<file path="config.mk">
export PLATFORM = sky130hd
export DESIGN_NAME = boundary_wire_detector
export DESIGN_NICKNAME = d
export VERILOG_FILES = /design/src/rtl/core/bwd_pkg.sv /design/src/rtl/core/boundary_wire_detector.sv /design/src/rtl/core/bwd_cfg.sv /design/src/rtl/core/bwd_channel.sv
export SDC_FILE = /design/constraint.sdc
export NUM_CORES = 1
export LEC_CHECK = 0
export BUFFER_PORTS_ARGS = -buffer_cell sky130_fd_sc_hd__buf_2
export CORE_ASPECT_RATIO = 0.9
export CORE_MARGIN = 2
export CORE_UTILIZATION = 30
export DETAILED_ROUTE_END_ITERATION = 10
export MAX_ROUTING_LAYER = met4
export PLACE_DENSITY = 0.54
export SLEW_MARGIN = 20
export SYNTH_ARGS = -nofsm -noshare
export SYNTH_HDL_FRONTEND = slang
export SYNTH_SLANG_ARGS = --single-unit
</file>
<file path="constraint.sdc">
create_clock -name clk_i -period 4.9 [get_ports clk_i]
set_input_delay 0.245 -clock clk_i [delete_from_list [all_inputs] [get_ports clk_i]]
set_output_delay 0.245 -clock clk_i [all_outputs]
set_load 0.03 [all_outputs]
</file>
<file path="src/rtl/core/bwd_pkg.sv">
// ----------------------------------------------------------------------------
// bwd_pkg
// Shared types, register codes and defaults for the boundary wire detector.
// ----------------------------------------------------------------------------
package bwd_pkg;

  localparam int unsigned SampleW      = 12;
  localparam int unsigned SampleBitsDef = 12;
  localparam int unsigned ThrW         = 12;
  localparam int unsigned DebW         = 8;
  localparam int unsigned GapW         = 16;
  localparam int unsigned CfgIdxW      = 3;
  localparam int unsigned CfgDataW     = 16;

  localparam logic [ThrW-1:0] ThrDefault   = ThrW'(1200);
  localparam logic [DebW-1:0] LimitDefault = DebW'(20);
  localparam logic [DebW-1:0] DecayDefault = DebW'(3);
  localparam logic [GapW-1:0] RearmDefault = GapW'(5000 / 50);
  localparam logic [GapW-1:0] LossDefault  = GapW'(50000 / 50);

  typedef enum logic [CfgIdxW-1:0] {
    REG_DIFF_THRESHOLD = 3'd0,
    REG_DEBOUNCE_LIMIT = 3'd1,
    REG_DEBOUNCE_DECAY = 3'd2,
    REG_REARM_SAMPLES  = 3'd3,
    REG_LOSS_SAMPLES   = 3'd4,
    REG_MOUNT_DOWN     = 3'd5
  } reg_idx_e;

  typedef enum logic [1:0] {
    ST_NONE = 2'd0,
    ST_IN   = 2'd1,
    ST_OUT  = 2'd2
  } status_e;

  typedef enum logic [2:0] {
    POS_BOTH_IN  = 3'd0,
    POS_L_IN_R_OUT = 3'd1,
    POS_L_OUT_R_IN = 3'd2,
    POS_BOTH_OUT = 3'd3,
    POS_FAULT    = 3'd4
  } position_e;

  typedef struct packed {
    logic [SampleW-1:0] left_positive;
    logic [SampleW-1:0] left_negative;
    logic [SampleW-1:0] right_positive;
    logic [SampleW-1:0] right_negative;
  } bwd_in_t;

  typedef struct packed {
    status_e   left_status;
    status_e   right_status;
    position_e position;
  } bwd_out_t;

  typedef struct packed {
    logic [ThrW-1:0] diff_threshold;
    logic [DebW-1:0] debounce_limit;
    logic [DebW-1:0] debounce_decay;
    logic [GapW-1:0] rearm_samples;
    logic [GapW-1:0] loss_samples;
    logic            mount_down;
  } bwd_cfg_t;

  function automatic position_e bwd_map(status_e l, status_e r, logic mount_down);
    position_e p;
    p = POS_FAULT;
    if (l == ST_IN && r == ST_IN) begin
      p = mount_down ? POS_BOTH_IN : POS_BOTH_OUT;
    end else if (l == ST_IN && r == ST_OUT) begin
      p = mount_down ? POS_L_IN_R_OUT : POS_L_OUT_R_IN;
    end else if (l == ST_OUT && r == ST_IN) begin
      p = mount_down ? POS_L_OUT_R_IN : POS_L_IN_R_OUT;
    end else if (l == ST_OUT && r == ST_OUT) begin
      p = mount_down ? POS_BOTH_OUT : POS_BOTH_IN;
    end
    return p;
  endfunction

endpackage

</file>
<file path="src/rtl/core/boundary_wire_detector.sv">
// ----------------------------------------------------------------------------
// boundary_wire_detector
// Boundary wire position detector for a left and a right coil sensor pair.
// ----------------------------------------------------------------------------
// Input channel (in_valid_i / in_stall_o / in_data_i): one ADC sample set per
// beat, positive and negative coil readings for both sensors.
// Output channel (out_valid_o / out_stall_i / out_data_o): one result per
// input beat, with the debounced left and right status and the position code.
// Configuration channel (cfg_valid_i / cfg_ready_o / cfg_index_i / cfg_data_i):
// register writes, taken in any cycle; write only while the block is empty.
// Path: a taken sample set waits in the input register and moves into the
// result register when the result register is empty or its result is taken.
// Throughput: one sample set per cycle while the receiver does not stall, set
// by the single pass from the input register through the channel logic into the result register.
// When the receiver stalls, the result holds; the input register takes one
// more beat, then in_stall_o rises until the result is taken.
// Reset clears both channels to status none with all counters at zero and
// loads the register defaults.
// ----------------------------------------------------------------------------
module boundary_wire_detector #(
  parameter int unsigned SAMPLE_BITS = bwd_pkg::SampleBitsDef
) (
  input  logic                         clk_i,
  input  logic                         rst_ni,
  input  logic                         in_valid_i,
  output logic                         in_stall_o,
  input  bwd_pkg::bwd_in_t             in_data_i,
  output logic                         out_valid_o,
  input  logic                         out_stall_i,
  output bwd_pkg::bwd_out_t            out_data_o,
  input  logic                         cfg_valid_i,
  output logic                         cfg_ready_o,
  input  logic [bwd_pkg::CfgIdxW-1:0]  cfg_index_i,
  input  logic [bwd_pkg::CfgDataW-1:0] cfg_data_i
);
  import bwd_pkg::*;

  bwd_cfg_t cfg;
  logic     in_valid_q, in_valid_d;
  bwd_in_t  in_data_q;
  logic     out_valid_q, out_valid_d;
  bwd_out_t out_data_q, out_data_d;
  logic     advance, in_take;
  status_e  left_d, right_d;

  bwd_cfg u_cfg (
    .clk_i      (clk_i),
    .rst_ni     (rst_ni),
    .cfg_valid_i(cfg_valid_i),
    .cfg_ready_o(cfg_ready_o),
    .cfg_index_i(cfg_index_i),
    .cfg_data_i (cfg_data_i),
    .cfg_o      (cfg)
  );

  assign advance    = in_valid_q && (!out_valid_q || !out_stall_i);
  assign in_stall_o = in_valid_q && !advance;
  assign in_take    = in_valid_i && !in_stall_o;

  bwd_channel #(.SAMPLE_BITS(SAMPLE_BITS)) u_left (
    .clk_i     (clk_i),
    .rst_ni    (rst_ni),
    .en_i      (advance),
    .pos_i     (in_data_q.left_positive),
    .neg_i     (in_data_q.left_negative),
    .cfg_i     (cfg),
    .status_d_o(left_d)
  );

  bwd_channel #(.SAMPLE_BITS(SAMPLE_BITS)) u_right (
    .clk_i     (clk_i),
    .rst_ni    (rst_ni),
    .en_i      (advance),
    .pos_i     (in_data_q.right_positive),
    .neg_i     (in_data_q.right_negative),
    .cfg_i     (cfg),
    .status_d_o(right_d)
  );

  assign in_valid_d  = in_take || (in_valid_q && !advance);
  assign out_valid_d = advance || (out_valid_q && out_stall_i);

  always_comb begin
    out_data_d.left_status  = left_d;
    out_data_d.right_status = right_d;
    out_data_d.position     = bwd_map(left_d, right_d, cfg.mount_down);
  end

  always_ff @(posedge clk_i or negedge rst_ni) begin
    if (!rst_ni) begin
      in_valid_q  <= 1'b0;
      out_valid_q <= 1'b0;
    end else begin
      in_valid_q  <= in_valid_d;
      out_valid_q <= out_valid_d;
    end
  end

  // payload registers, loaded on their beat only
  always_ff @(posedge clk_i) begin
    if (in_take) begin
      in_data_q <= in_data_i;
    end
    if (advance) begin
      out_data_q <= out_data_d;
    end
  end

  assign out_valid_o = out_valid_q;
  assign out_data_o  = out_data_q;

`ifndef SYNTHESIS
  a_stall_only_when_full: assert property (@(posedge clk_i) disable iff (!rst_ni)
    in_stall_o |-> (out_valid_o && out_stall_i && in_valid_q))
    else $error("input stalled with room downstream");

  a_fault_code: assert property (@(posedge clk_i) disable iff (!rst_ni)
    out_valid_o |-> ((out_data_o.position == POS_FAULT) ==
                     (out_data_o.left_status == ST_NONE ||
                      out_data_o.right_status == ST_NONE)))
    else $error("position fault code disagrees with statuses");

  a_result_from_input: assert property (@(posedge clk_i) disable iff (!rst_ni)
    $rose(out_valid_o) |-> $past(in_valid_q))
    else $error("result appeared without a sample set");
`endif

endmodule

</file>
<file path="src/rtl/core/bwd_cfg.sv">
// ----------------------------------------------------------------------------
// bwd_cfg
// Configuration register file, written one register per beat.
// ----------------------------------------------------------------------------
module bwd_cfg (
  input  logic                          clk_i,
  input  logic                          rst_ni,
  input  logic                          cfg_valid_i,
  output logic                          cfg_ready_o,
  input  logic [bwd_pkg::CfgIdxW-1:0]   cfg_index_i,
  input  logic [bwd_pkg::CfgDataW-1:0]  cfg_data_i,
  output bwd_pkg::bwd_cfg_t             cfg_o
);
  import bwd_pkg::*;

  bwd_cfg_t cfg_q, cfg_d;

  assign cfg_ready_o = 1'b1;
  assign cfg_o       = cfg_q;

  always_comb begin
    cfg_d = cfg_q;
    if (cfg_valid_i) begin
      case (cfg_index_i)
        REG_DIFF_THRESHOLD: cfg_d.diff_threshold = cfg_data_i[ThrW-1:0];
        REG_DEBOUNCE_LIMIT: cfg_d.debounce_limit = cfg_data_i[DebW-1:0];
        REG_DEBOUNCE_DECAY: cfg_d.debounce_decay = cfg_data_i[DebW-1:0];
        REG_REARM_SAMPLES:  cfg_d.rearm_samples  = cfg_data_i[GapW-1:0];
        REG_LOSS_SAMPLES:   cfg_d.loss_samples   = cfg_data_i[GapW-1:0];
        REG_MOUNT_DOWN:     cfg_d.mount_down     = cfg_data_i[0];
        default:            cfg_d = cfg_q;
      endcase
    end
  end

  always_ff @(posedge clk_i or negedge rst_ni) begin
    if (!rst_ni) begin
      cfg_q.diff_threshold <= ThrDefault;
      cfg_q.debounce_limit <= LimitDefault;
      cfg_q.debounce_decay <= DecayDefault;
      cfg_q.rearm_samples  <= RearmDefault;
      cfg_q.loss_samples   <= LossDefault;
      cfg_q.mount_down     <= 1'b1;
    end else begin
      cfg_q <= cfg_d;
    end
  end

endmodule

</file>
<file path="src/rtl/core/bwd_channel.sv">
// ----------------------------------------------------------------------------
// bwd_channel
// One sensor channel: pulse detect, polarity latch, debounce and gap timers.
// ----------------------------------------------------------------------------
module bwd_channel #(
  parameter int unsigned SAMPLE_BITS = bwd_pkg::SampleBitsDef
) (
  input  logic                         clk_i,
  input  logic                         rst_ni,
  input  logic                         en_i,
  input  logic [bwd_pkg::SampleW-1:0]  pos_i,
  input  logic [bwd_pkg::SampleW-1:0]  neg_i,
  input  bwd_pkg::bwd_cfg_t            cfg_i,
  output bwd_pkg::status_e             status_d_o
);
  import bwd_pkg::*;

  localparam logic [SampleW-1:0] SMask =
    (SAMPLE_BITS >= SampleW) ? {SampleW{1'b1}} : SampleW'((1 << SAMPLE_BITS) - 1);

  logic            latch_q, latch_d;
  status_e         pol_q, pol_d;
  status_e         acc_q, acc_d;
  logic [DebW-1:0] deb_q, deb_d;
  logic [GapW-1:0] rearm_q, rearm_d;
  logic [GapW-1:0] loss_q, loss_d;

  logic [SampleW-1:0] p, n, diff;
  logic               pulse;
  status_e            pol_eff;
  logic [DebW-1:0]    deb_inc;
  logic [GapW-1:0]    rearm_inc, loss_inc;

  assign p        = pos_i & SMask;
  assign n        = neg_i & SMask;
  assign diff     = (p > n) ? (p - n) : (n - p);
  assign pulse    = diff > cfg_i.diff_threshold;
  // first pulse of a burst takes the fresh polarity
  assign pol_eff  = latch_q ? pol_q : ((p > n) ? ST_IN : ST_OUT);
  assign deb_inc  = (deb_q == {DebW{1'b1}}) ? deb_q : deb_q + DebW'(1);
  assign rearm_inc = rearm_q + GapW'(1);
  assign loss_inc  = loss_q + GapW'(1);

  always_comb begin
    latch_d = latch_q;
    pol_d   = pol_q;
    acc_d   = acc_q;
    deb_d   = deb_q;
    rearm_d = rearm_q;
    loss_d  = loss_q;
    if (pulse) begin
      latch_d = 1'b1;
      pol_d   = pol_eff;
      if (!latch_q) begin
        rearm_d = '0;
        loss_d  = '0;
      end
      if (acc_q != pol_eff) begin
        if (deb_inc > cfg_i.debounce_limit) begin
          deb_d = '0;
          acc_d = pol_eff;
        end else begin
          deb_d = deb_inc;
        end
      end else begin
        deb_d = (deb_q > cfg_i.debounce_decay) ? deb_q - cfg_i.debounce_decay : '0;
      end
    end else begin
      // a wrapped count fires as well, so a zero limit behaves as one
      if (rearm_inc >= cfg_i.rearm_samples || rearm_inc == '0) begin
        rearm_d = '0;
        latch_d = 1'b0;
      end else begin
        rearm_d = rearm_inc;
      end
      if (loss_inc >= cfg_i.loss_samples || loss_inc == '0) begin
        loss_d = '0;
        acc_d  = ST_NONE;
      end else begin
        loss_d = loss_inc;
      end
    end
  end

  assign status_d_o = acc_d;

  always_ff @(posedge clk_i or negedge rst_ni) begin
    if (!rst_ni) begin
      latch_q <= 1'b0;
      pol_q   <= ST_NONE;
      acc_q   <= ST_NONE;
      deb_q   <= '0;
      rearm_q <= '0;
      loss_q  <= '0;
    end else if (en_i) begin
      latch_q <= latch_d;
      pol_q   <= pol_d;
      acc_q   <= acc_d;
      deb_q   <= deb_d;
      rearm_q <= rearm_d;
      loss_q  <= loss_d;
    end
  end

`ifndef SYNTHESIS
  a_latch_has_pol: assert property (@(posedge clk_i) disable iff (!rst_ni)
    latch_q |-> (pol_q != ST_NONE))
    else $error("latched burst without polarity");

  a_state_holds: assert property (@(posedge clk_i) disable iff (!rst_ni)
    !en_i |=> ($stable(acc_q) && $stable(deb_q) && $stable(latch_q)))
    else $error("channel state moved without a beat");

  a_accept_clears_deb: assert property (@(posedge clk_i) disable iff (!rst_ni)
    (en_i && pulse && acc_d != acc_q) |=> (deb_q == '0))
    else $error("debounce count not cleared on new status");
`endif

endmodule
</file>
Yosys cells after proc, flatten, opt, wreduce, memory -nomap -nowiden:

Cells that the tools add are included.

* $add $sub $neg: 12
* $lt $le $gt $ge: 12
* eq/ne operators: 15
* multiplexer cells: 44
* reductions and logical operators: 38

Operators by type and width (count)
* 2-to-1 mux 16 bit: 10
* adder 16 x 1 -> 16 bit, second input constant: 4
* >= comparator 16 bit: 4
* logical NOT 16 bit: 4
* 2-to-1 mux 8 bit: 8
* > comparator 12 bit: 4
* subtractor 12 bit: 4
* > comparator 8 bit: 4
* 2-to-1 mux 2 bit: 16
* 2-to-1 mux 12 bit: 2
* AND reduction 2 bit: 12
* adder 8 x 1 -> 8 bit, second input constant: 2
* == test 8 bit, second input constant: 2
* subtractor 8 bit: 2
* 2-to-1 mux 3 bit: 4
* logical AND 1 bit: 8
* logical OR 1 bit: 7
* == test 3 x 2 -> 1 bit, second input constant: 2
* == test 3 bit, second input constant: 2
* == test 2 x 1 -> 1 bit, second input constant: 2
* == test 2 bit, second input constant: 2
* logical NOT 1 bit: 4
* 2-to-1 mux 1 bit: 4
* != test 2 bit: 2
* 4 further kinds: 6

* bits in registers: 208
* output and inout port bits: 10
* word-level logic and storage cells: 148

Longest topological paths before layout:

Gate-level depths: netlist of the first run.

* word-level depth: 12
* mapped depth: 24
* gate-level depth less buffers: 21

Cells and area by module:

From an unflattened synthesis of the first run, not the netlist that was laid out.

* cells, all modules: 1651
* area, all modules: 15675.0 um^2

By module, submodules not included
* bwd_channel at u_left: instances 1, cells an instance 741, area an instance 5864.4 um^2, seq. area each 1126.1 um^2
* bwd_channel at u_right: instances 1, cells an instance 702, area an instance 5651.7 um^2, seq. area each 1126.1 um^2
* bwd_cfg: instances 1, cells an instance 136, area an instance 2354.8 um^2, seq. area each 1549.0 um^2
* boundary_wire_detector: instances 1, cells an instance 72, area an instance 1804.2 um^2, seq. area each 1701.6 um^2

Worst setup path after synthesis of the first run:

No wires, ideal clock.

* path kind: register -> register
* from: register in_data_q[12] in the netlist's numbering
* to: register out_data_q (netlist bit out_data_o[2]) (data pin)
* library setup time: 256 ps
* data arrival time: 4703 ps
* data required time: 4644 ps
* slack: -59 ps
* cell stages (with the launch flop): 22
* path buffers: 1
* clock period less this slack: 4959 ps
* cells stage by stage: edfxtp_1 -> inv_1 -> ha_1 -> inv_1 -> fa_1 -> a211oi_1 -> o211ai_1 -> a31oi_1 -> nor2_1 -> buf_2 -> mux2_2 -> a21oi_1 -> o21ai_0 -> xor2_1 -> ha_1 -> nand4_1 -> nor4_1 -> a31oi_1 -> or4bb_1 -> o211a_1 -> or3_1 -> a22o_1

* cells in the longest elaborated chain, start to end: 12

RTL lines
* from (decl): RTL line boundary_wire_detector.sv:40 `bwd_in_t in_data_q;`
* from (signal assigned): RTL line boundary_wire_detector.sv:102 `in_data_q <= in_data_i;`
* parallel branches: the longest is 5 deep, another holds subtractor 12 bit
* 2-to-1 mux 2 bit *: RTL line bwd_channel.sv:51 `if (pulse) begin`
* == test 2 bit: RTL line bwd_pkg.sv:71, bwd_pkg.sv:75
* logical AND 1 bit: RTL line bwd_pkg.sv:75 `end else if (l == ST_OUT && r == ST_OUT) begin`
* 2-to-1 mux 3 bit: RTL line bwd_pkg.sv:75
* 2-to-1 mux 3 bit: RTL line bwd_pkg.sv:73 `end else if (l == ST_OUT && r == ST_IN) begin`
* 2-to-1 mux 3 bit: RTL line bwd_pkg.sv:71 `end else if (l == ST_IN && r == ST_OUT) begin`
* 2-to-1 mux 3 bit *: RTL line bwd_pkg.sv:69 `if (l == ST_IN && r == ST_IN) begin`
* to (signal assigned): RTL line boundary_wire_detector.sv:105 `out_data_q <= out_data_d;`
* to (decl): RTL line boundary_wire_detector.sv:42 `bwd_out_t out_data_q, out_data_d;`

Mark *: on every way between the ends.
A chain may end at the register's enable or synchronous reset.

Final worst setup path of the first run:

* from: register in_data_q[0] in the netlist's numbering
* to: register out_data_q (netlist bit out_data_o[2]) (data pin)

Same word-level chain as after synthesis.

==> metrics, run 1 <==
internal power=5.10 mW; hold path start=cfg_data_i[4]; number of remaining DRC errors=0; slowest cell delay on critical path=490 ps; Synth area leaders=dfrtp_1, ha_1, edfxtp_1; mapped cell area=15300 um^2; Slowest cell on crit path=or4bb_1; clock slew seen by the registers of the worst setup and hold paths=60 ps; worst hold stages=3; CP top delay family=simple AND/OR/NAND/NOR gates; IO Port Bufs=80; Starting Density=0.304; Slew @ Worst Pin=1050 ps; switch share=0.392; Pwr per Cell Area=421 nW/um^2; Fin Setup TNS=-1320 ps; layout cells sized above 1=0.228; Tot GR Track Use=0.167; Core Footprint=50500 um^2; dpl ws=-697 ps; vias in the first global route=13100; crit end category=flip-flop; Worst Path Buf+Inv=2; Comb power frac=0.473; worst clock skew=14.7 ps; worst-case reg-to-reg path depth=20; cells along the critical path=ha_4, inv_2, fa_2, a211oi_2, o211ai_1, a31oi_2, buf_4, nor2_4, mux2_2, a21oi_1, o21ai_1, xor2_1, ha_1, nand4_1, nor4_4, a31oi_4, or4bb_1, o211a_1, or3_1, a22o_1; clock tree root driver cell=clkbuf_16; worst reg2reg startpoint=in_data_q[0]; P_leak=9.30 nW; Longest Clk Path Bufs=3; Layout Nets=2215; critical path required time=5210 ps; vias=13500; Final HPWL DP=32300 um; H-tree Lvls=1; Synthesis Warnings=0; Most used DFF post-synth=dfrtp_1; ys async rst share=0.736; fin crit share=1.05; Tot Pwr=8.39 mW; status=finished with violations; final WL=44400 um; Final setup viols=14; R2R setup slack=-240 ps; Cell variety after synth=83; Final ANT Viol Nets=0; Post-Syn Area per Cell=9.12 um^2; top cells by count, synth=nand2_1, ha_1, inv_1; violation count after the first detailed-route iteration=956; Die ar.=52900 um^2; most frequent cell after synthesis=nand2_1; DR vias/cell=5.06; first-pass GRT wire length=69900 um; height of the die=218 um; Skew-Pair Late Insertion Delay=560 ps; hold slack=36.0 ps; sw power=3.28 mW; Max-slew headroom=0.296; Setup WS post-layout=-235 ps; largest fanout on the critical path=12; Pre-Repair DR Iteration Count=5; Worst EP arrival=5450 ps; post-synth top area share=0.221; Final Instance Area=19900 um^2; CTS tree=yes; # placed instances=2519; DR WL/cell=16.7 um; sequential power share=0.291; fin crit period=5140 ps; Worst setup startpoint=in_data_q[0]; IO Pins=82; syn nets=1932; initial antenna violation count=2; Die W=242 um; post-placement cell area=17400 um^2; TritonCTS Buffers=27; clock power share=0.236; Crit Reg-Reg Endpoint=out_data_o[2]; Cells after Synth=1680; worst hold endpoint=u_cfg.cfg_o[45]; post-synthesis sequential area ratio=0.359; Layout Utilization=0.395; largest net degree at the start of global routing=58; final hold viol count=0; maximum vdd drop=0.318 mV; cell taking the most area after synthesis=dfrtp_1; Cell Rows=78; final slew viol count=0; Max Cap Viol=0; fmax=0.195 GHz; Setup CP Type=flip-flop to flip-flop; GRT overflow=0; RSZ-0062 raised after global routing=yes; GPL Wtd Cong=0.902; Post-synth EDFFs=55; Hold Crit Class=input port to flip-flop; Finished Layout Cells=2663; Antenna Cells=0; Setup crit start kind=flip-flop; Syn-to-layout area delta=30.0%; Clock Sinks=208; failing checks=setup timing; Yosys reg bits=208
layer usage:
metal,part of all wire,track usage
met2,0.46,0.267
met5,0,-
met1,0.46,0.223
met4,0.027,0.0481
met3,0.046,0.0206
flip-flops by register name (all words and copies together), names as in the netlist, 2 cells and up:
signal and cells:
u_right.acc_q 2, u_right.deb_q 8, u_left.rearm_q 16, out_data_o 7
u_cfg.cfg_o 61, u_left.pol_q 2, u_right.rearm_q 16, u_left.deb_q 8
u_right.loss_q 16, u_left.acc_q 2, u_left.loss_q 16, u_right.pol_q 2
in_data_q 48
tightest hold or removal path: stages:
cell and delay (ps):
buf_2 180, nand2_1 70, o21ai_0 70
logic make-up after synthesis:
family,share of synthesized area
multiplexers,0.0287
AO/OA/AOI/OAI,0.186
other,0.000245
buffers and inverters,0.0579
AND/OR/NAND/NOR,0.165
XOR/XNOR,0.0526
adder cells (fa/ha/maj),0.150
flip-flops,0.359
power groups by stage:
stage | Sequential (mW) | Combinational [mW] | Clock [mW]
after floorplan | 2.35 | 2.17 | 0
after global placement | 2.45 | 3.22 | 0
after detailed placement | 2.46 | 3.29 | 0
after CTS | 2.43 | 3.40 | 2.03
after global routing | 2.49 | 4.39 | 2.10
final | 2.44 | 3.97 | 1.98
worst max path at each step:
stage	cells after the start	slack (ps)	endpoint
after floorplan	21	2	out_data_o[2]
after global placement	19	-500	out_data_o[2]
after detailed placement	19	-700	out_data_o[2]
after CTS	20	-220	out_data_o[2]
after global routing	26	-570	out_data_o[2]
final	20	-240	out_data_o[2]
what timing repair did:
action	in CTS	in global routing
cloned	0	9
endpoints found under the hold margin	117	0
hold buffers	63	0
buffers inserted	5	20
resized for setup	18	149
pin swaps	14	49
endpoints found under the setup margin	92	97
layout make-up:
type	instances	area (um^2)
clock buffers	38	757
multi-input cells	1245	9530
well taps	680	851
fillers	4953	30500
flip-flops and latches	208	5500
repair buffers	318	2560
clock inverters	11	103
inverters	163	612
cell usage in the layout, fill, tap and decap left out, drive strengths merged, types with 9 or more instances in the layout:
master / synthesis / layout
a211oi: 14 / 14
a21o: 66 / 67
a21oi: 91 / 91
a22o: 19 / 19
a31oi: 19 / 19
buf: 19 / 251
clkbuf: 46 / 42
clkinv: 1 / 10
dfrtp: 135 / 135
dfstp: 18 / 18
dlygate4sd3: 0 / 63
edfxtp: 55 / 55
ha: 174 / 174
inv: 162 / 162
mux2: 31 / 31
mux2i: 9 / 9
nand2: 183 / 183
nand2b: 15 / 15
nand3: 51 / 51
nand4: 54 / 54
nor2: 67 / 67
nor2b: 14 / 14
nor3: 30 / 30
nor4: 16 / 16
o211ai: 15 / 15
o21ai: 121 / 121
o31ai: 18 / 18
or3: 14 / 14
xnor2: 53 / 53
xor2: 39 / 39
No activity file was read; power rests on OpenSTA's default activity.
==> inputs of run 2 (changes only) <==
Settings changed: ABC_CLOCK_PERIOD_IN_PS set to 4900, CORE_ASPECT_RATIO 0.9 to 0.75, SKIP_CTS_REPAIR_TIMING set to 1.
==> run 2 against run 1 <==
Compared with the run above: the run still ends with setup timing left; non-clock buffer count is 14 lower; power is 0.19% higher; global-route usage is 0.32 points higher; combinational power shrank 6.5%; worst hold slack lost 34 ps; register-to-register slack improved by 20 ps; sequential share of layout area up 0.61 points.
==> metrics, run 2 (synthesis results as in run 1) <==
Cell Rows=71 (-9.0%); layout cells sized above 1=0.215 (-0.0129); commonest non-fill, non-tap cell in the layout=nand2_1; H-tree Lvls=1 (unchanged); critical path required time=5220 ps (about the same); R2R setup slack=-220 ps (+20 ps); fin crit share=1.04 (-0.00375); first-pass GRT wire length=70200 um (+0.45%); IO Pins=82 (unchanged); Layout Nets=2202 (-0.59%); Comb power frac=0.442 (-0.031); sequential power share=0.288 (-0.003); cells along the critical path=inv_1, ha_2, inv_2, fa_2, a211oi_2, o211ai_1, a31o_2, a221oi_2, o211ai_1, a21oi_1, o21ai_1, xor2_1, ha_1, nand4_1, nor4_2, a31oi_2, or4bb_1, o211a_4, or3_4, a22o_1; worst reg2reg startpoint=in_data_q[12]; CP top delay family=compound AO/OA/AOI/OAI gates; Crit Reg-Reg Endpoint=out_data_o[2]; most frequent cells in the layout=nand2_1, ha_1, inv_1, buf_4, dfrtp_1; Max Cap Viol=0 (unchanged); Pwr per Cell Area=431 nW/um^2 (+2.4%); vias=13400 (-0.54%); Final HPWL DP=33600 um (+4.0%); Slew @ Worst Pin=994 ps (-55.9 ps); Core Footprint=50300 um^2 (-0.35%); number of remaining DRC errors=0 (unchanged); violation count after the first detailed-route iteration=1120 (+17%); initial antenna violation count=1 (-1); final slew viol count=0 (unchanged); final WL=44700 um (+0.69%); Syn-to-layout area delta=27.2%; clock slew seen by the registers of the worst setup and hold paths=60 ps (about the same); maximum vdd drop=0.270 mV (-15%); Die W=265 um (+9.4%); worst hold endpoint=u_cfg.cfg_o[9]; Setup CP Type=flip-flop to flip-flop; Clock Sinks=208 (unchanged); Final Instance Area=19500 um^2 (-2.2%); internal power=5.21 mW (+2.1%); post-placement cell area=17300 um^2 (-0.61%); Final setup viols=9 (-5); Max-slew headroom=0.334 (+0.0375); Worst setup startpoint=in_data_q[12]; worst hold stages=3 (unchanged); Starting Density=0.305 (+0.00106); fin crit period=5120 ps (-18.4 ps); P_leak=9.17 nW (-1.4%); switch share=0.380 (-0.0113); max reg flops=61 (unchanged); Hold Crit Class=input port to flip-flop; Tot GR Track Use=0.170 (+0.00317); RSZ-0062 raised after global routing=yes; clock power share=0.270 (+0.034); Worst EP arrival=5440 ps (about the same); Skew-Pair Late Insertion Delay=570 ps (about the same); worst clock skew=18.6 ps (+3.88 ps); Final ANT Viol Nets=0 (unchanged); DR WL/cell=17.0 um (+2.0%); Die ar.=52900 um^2 (about the same); DR vias/cell=5.10 (+0.74%); GRT overflow=0 (unchanged); GPL Wtd Cong=0.874 (-3.2%); vias in the first global route=12700 (-3.1%); largest net degree at the start of global routing=78 (+34%); failing checks=setup timing; Slowest cell on crit path=or4bb_1; slowest cell delay on critical path=510 ps (+20 ps); fmax=0.195 GHz (+0.36%); crit end category=flip-flop; IO Port Bufs=80 (unchanged); hold slack=2.19 ps (-33.8 ps); hold path start=cfg_data_i[8]; dpl ws=-353 ps (+343 ps); worst-case reg-to-reg path depth=20 (unchanged); filler cell count=4998 (+0.91%); most used cell along the critical path=o211ai_1; Longest Clk Path Bufs=3 (unchanged); sw power=3.20 mW (-2.7%); CTS tree=yes; Pre-Repair DR Iteration Count=6 (+1); status=finished with violations; TritonCTS Buffers=28 (+3.7%); Setup WS post-layout=-217 ps (+18.4 ps); final hold viol count=0 (unchanged); Setup crit start kind=flip-flop; height of the die=200 um (-8.6%); largest fanout on the critical path=4 (-8); Worst Path Buf+Inv=2 (unchanged); Antenna Cells=0 (unchanged); clock tree root driver cell=clkbuf_16
-- run 2: cell types whose count changed in the layout (fill, tap and decap cells not counted), moves of 6 or more --
cell | before | now
o21ai_0 | 86 | 105
o21ai_2 | 11 | 4
nand2_1 | 174 | 180
buf_4 | 144 | 151
o31ai_1 | 4 | 13
buf_6 | 22 | 13
o31ai_4 | 8 | 0
o21ai_1 | 22 | 12
-- run 2: power by group through the flow --
stage	Sequential, mW	Combinational (mW)	Clock, mW
after floorplan	2.35	2.17	0
after global placement	2.44	3.23	0
after detailed placement	2.44	3.31	0
after CTS	2.41	3.33	2.32
after global routing	2.47	4.12	2.39
final	2.42	3.71	2.27
-- run 2: worst max path at each step --
| stage | cells past startpoint | to | slack [ps] |
|---|---|---|---|
| 2_1_floorplan | 21 | out_data_o[2] | 2 |
| 3_3_place_gp | 20 | out_data_o[2] | -270 |
| 3_5_place_dp | 20 | out_data_o[2] | -350 |
| 4_1_cts | 20 | out_data_o[2] | -370 |
| 5_1_grt | 20 | out_data_o[2] | -510 |
| 6_report | 20 | out_data_o[2] | -220 |
-- run 2: metrics by stage --
stage | std cells | setup TNS [ps] | util | power, mW
floorplan | 1680 | 0 | - | 4.52
global route | 2629 | -12330 | 0.387 | 8.97
detailed placement | 2489 | -4260 | 0.345 | 5.75
global placement | 2489 | -998 | 0.345 | 5.67
CTS | 2541 | -4710 | 0.365 | 8.06
finish | 2629 | -673 | 0.387 | 8.40
-- run 2: tightest hold or removal path, cell delays in order --
cell and delay, ps:
buf_2 160, nand2_1 70, o21ai_0 70
-- run 2: final cells by class --
| cell class | instances | area [um^2] | area share |
|---|---|---|---|
| clock inverter | 20 | 255 | 0.0131 |
| clock buffer | 32 | 758 | 0.0389 |
| inverter | 163 | 612 | 0.0314 |
| sequential | 208 | 5500 | 0.282 |
| timing repair buffer | 304 | 2320 | 0.119 |
| multi-input combinational | 1245 | 9210 | 0.473 |
| tap | 657 | 822 | 0.0422 |
-- run 2: routing by layer --
layer  vias up  wire (um)  GRT usage  part of all wire
met1      6421      22700      0.246              0.51
met3        56       2360     0.0251             0.053
met2       337      18600      0.250              0.42
li1       6597          -          -                 -
met5         -          0          -                 0
met4         0       1060     0.0391             0.024
==> inputs of run 3 (changes only) <==
==> constraint.sdc (replaced) <==
create_clock -name clk_i -period 4.9 [get_ports clk_i]
set_input_delay 0.735 -clock clk_i [delete_from_list [all_inputs] [get_ports clk_i]]
set_output_delay 0.735 -clock clk_i [all_outputs]
set_load 0.03 [all_outputs]
==> run 3 against run 2 <==
Compared with the run above: worst setup slack better by 8.3 ps; highest routed layer unchanged; sequential share of layout area rose by 1.0 points; clock-buffer cell count grew 5; critical path type unchanged; the run still ends with setup timing left; power shrank 2.2%; largest power group unchanged.
==> metrics, run 3 (synthesis results as in run 1) <==
status=finished with violations; failing checks=setup timing; Setup WS post-layout=-209 ps (+8.32 ps); Layout Utilization=0.374 (-0.0134); Slew @ Worst Pin=923 ps (-71.1 ps); Hold Crit Class=input port to asynchronous set/reset pin; CTS tree=yes; Skew-Pair Late Insertion Delay=550 ps (-20 ps); IO Pins=82 (unchanged); largest net degree at the start of global routing=87 (+12%); number of remaining DRC errors=0 (unchanged); first-pass GRT wire length=68600 um (-2.3%); worst-case reg-to-reg path depth=21 (+5.0%); Crit Reg-Reg Endpoint=out_data_o[2]; Layout Nets=2133 (-3.1%); TritonCTS Buffers=26 (-7.1%); IO Port Bufs=80 (unchanged); Tot GR Track Use=0.166 (-0.00397); vias=13100 (-2.1%); GRT overflow=0 (unchanged); largest fanout on the critical path=4 (unchanged); Fin Setup TNS=-704 ps (-31.7 ps); P_leak=8.88 nW (-3.2%); Starting Density=0.305 (unchanged); clock tree root driver cell=clkbuf_16; Slowest cell on crit path=or4bb_1; Pwr per Cell Area=437 nW/um^2 (+1.3%); DR WL/cell=17.2 um (+1.2%); worst reg2reg startpoint=in_data_q[12]; fin crit period=5110 ps (-8.32 ps); filler cell count=5065 (+1.3%); RSZ-0062 raised after global routing=yes; fin crit share=1.04 (-0.00170); Pre-Repair DR Iteration Count=6 (unchanged); slowest cell delay on critical path=480 ps (-30 ps); Longest Clk Path Bufs=3 (unchanged); Antenna Cells=0 (unchanged); final hold viol count=0 (unchanged); Multi-input gate area=9250 um^2 (+0.39%); fmax=0.196 GHz (+0.16%); Final setup viols=9 (unchanged); R2R setup slack=-210 ps (about the same); crit end category=flip-flop; Setup CP Type=flip-flop to flip-flop; GPL Wtd Cong=0.879 (+0.58%); DR vias/cell=5.13 (+0.65%); Final ANT Viol Nets=0 (unchanged); worst clock skew=12.6 ps (-5.99 ps); Cell Rows=71 (unchanged); Die W=265 um (unchanged); Max Cap Viol=0 (unchanged); H-tree Lvls=1 (unchanged); Final Instance Area=18800 um^2 (-3.5%); Tot Pwr=8.22 mW (-2.2%); critical path required time=5200 ps (-20 ps); Die ar.=52900 um^2 (unchanged); height of the die=200 um (unchanged); maximum vdd drop=0.295 mV (+9.1%); Clock Sinks=208 (unchanged); most frequent cells in the layout=nand2_1, ha_1, inv_1, buf_4, dfrtp_1; Worst EP arrival=5410 ps (-30 ps); post-placement cell area=17300 um^2 (about the same); Setup crit start kind=flip-flop; CP top delay family=compound AO/OA/AOI/OAI gates; clock slew seen by the registers of the worst setup and hold paths=60 ps (about the same); Syn-to-layout area delta=22.8%; cells along the critical path=inv_1, ha_2, inv_1, fa_2, a211oi_2, o211ai_1, a31oi_2, buf_4, o41ai_2, or3_1, a21o_1, a21oi_2, xor2_1, ha_1, nand4_1, nand2b_4, a31oi_2, or4bb_1, o211a_1, or3_4, a22o_1; initial antenna violation count=0 (-1); violation count after the first detailed-route iteration=884 (-21%); commonest non-fill, non-tap cell in the layout=nand2_1; Final HPWL DP=33300 um (-0.77%); final slew viol count=0 (unchanged); final WL=44100 um (-1.5%); vias in the first global route=12400 (-2.3%); layout cells sized above 1=0.216 (+0.000666); Core Footprint=50300 um^2 (unchanged); Max-slew headroom=0.385 (+0.0509); max reg flops=61 (unchanged); sequential cell area=5500 um^2 (unchanged); Worst Path Buf+Inv=3 (+1)
## run 3: changes by cell type in the layout (fill, tap and decap cells not counted), sizes merged
cell,delta
buf,-10
bufinv,-2
clkbuf,+6
clkinv,-6
clkinvlp,+1
dlygate4sd3,-58
inv,-2
## run 3: per-layer routing
metal / share of wire / track usage / wire length (um)
met5: 0 / - / 0
met4: 0.027 / 0.0469 / 1200
met3: 0.050 / 0.0258 / 2220
met2: 0.42 / 0.243 / 18600
met1: 0.50 / 0.237 / 22100
## run 3: how the worst max path moves through the flow
| stage | start | end | slack (ps) | cells past startpoint |
|---|---|---|---|---|
| after floorplan | in_data_q[12] | out_data_o[2] | 2 | 21 |
| final | in_data_q[12] | out_data_o[2] | -210 | 21 |
| after CTS | in_data_q[12] | out_data_o[2] | -390 | 21 |
| after global placement | in_data_q[12] | out_data_o[2] | -290 | 20 |
| after detailed placement | in_data_q[12] | out_data_o[2] | -370 | 21 |
| after global routing | in_data_q[12] | out_data_o[2] | -460 | 21 |
## run 3: metrics by stage
stage / setup WS, ps / std cells / hold slack (ps)
2_1_floorplan: 2.38 / 1680 / 439
4_1_cts: -393 / 2537 / 286
5_1_grt: -464 / 2558 / 315
3_5_place_dp: -372 / 2489 / 474
3_3_place_gp: -293 / 2489 / 473
6_report: -209 / 2558 / 239
## run 3: layout make-up
| class | instances | area share |
|---|---|---|
| Timing Repair Buffer | 237 | 0.0900 |
| Sequential cell | 208 | 0.293 |
| Multi-Input combinational cell | 1245 | 0.492 |
| Inverter | 163 | 0.0325 |
| Clock inverter | 11 | 0.00845 |
| Clock buffer | 37 | 0.0411 |
| Tap cell | 657 | 0.0437 |
## run 3: power breakdown
group | internal [mW] | switching (mW) | total (mW)
clock network | 1.30 | 0.790 | 2.09
registers | 2.11 | 0.310 | 2.42
logic | 1.66 | 2.05 | 3.70
total | 5.07 | 3.15 | 8.22
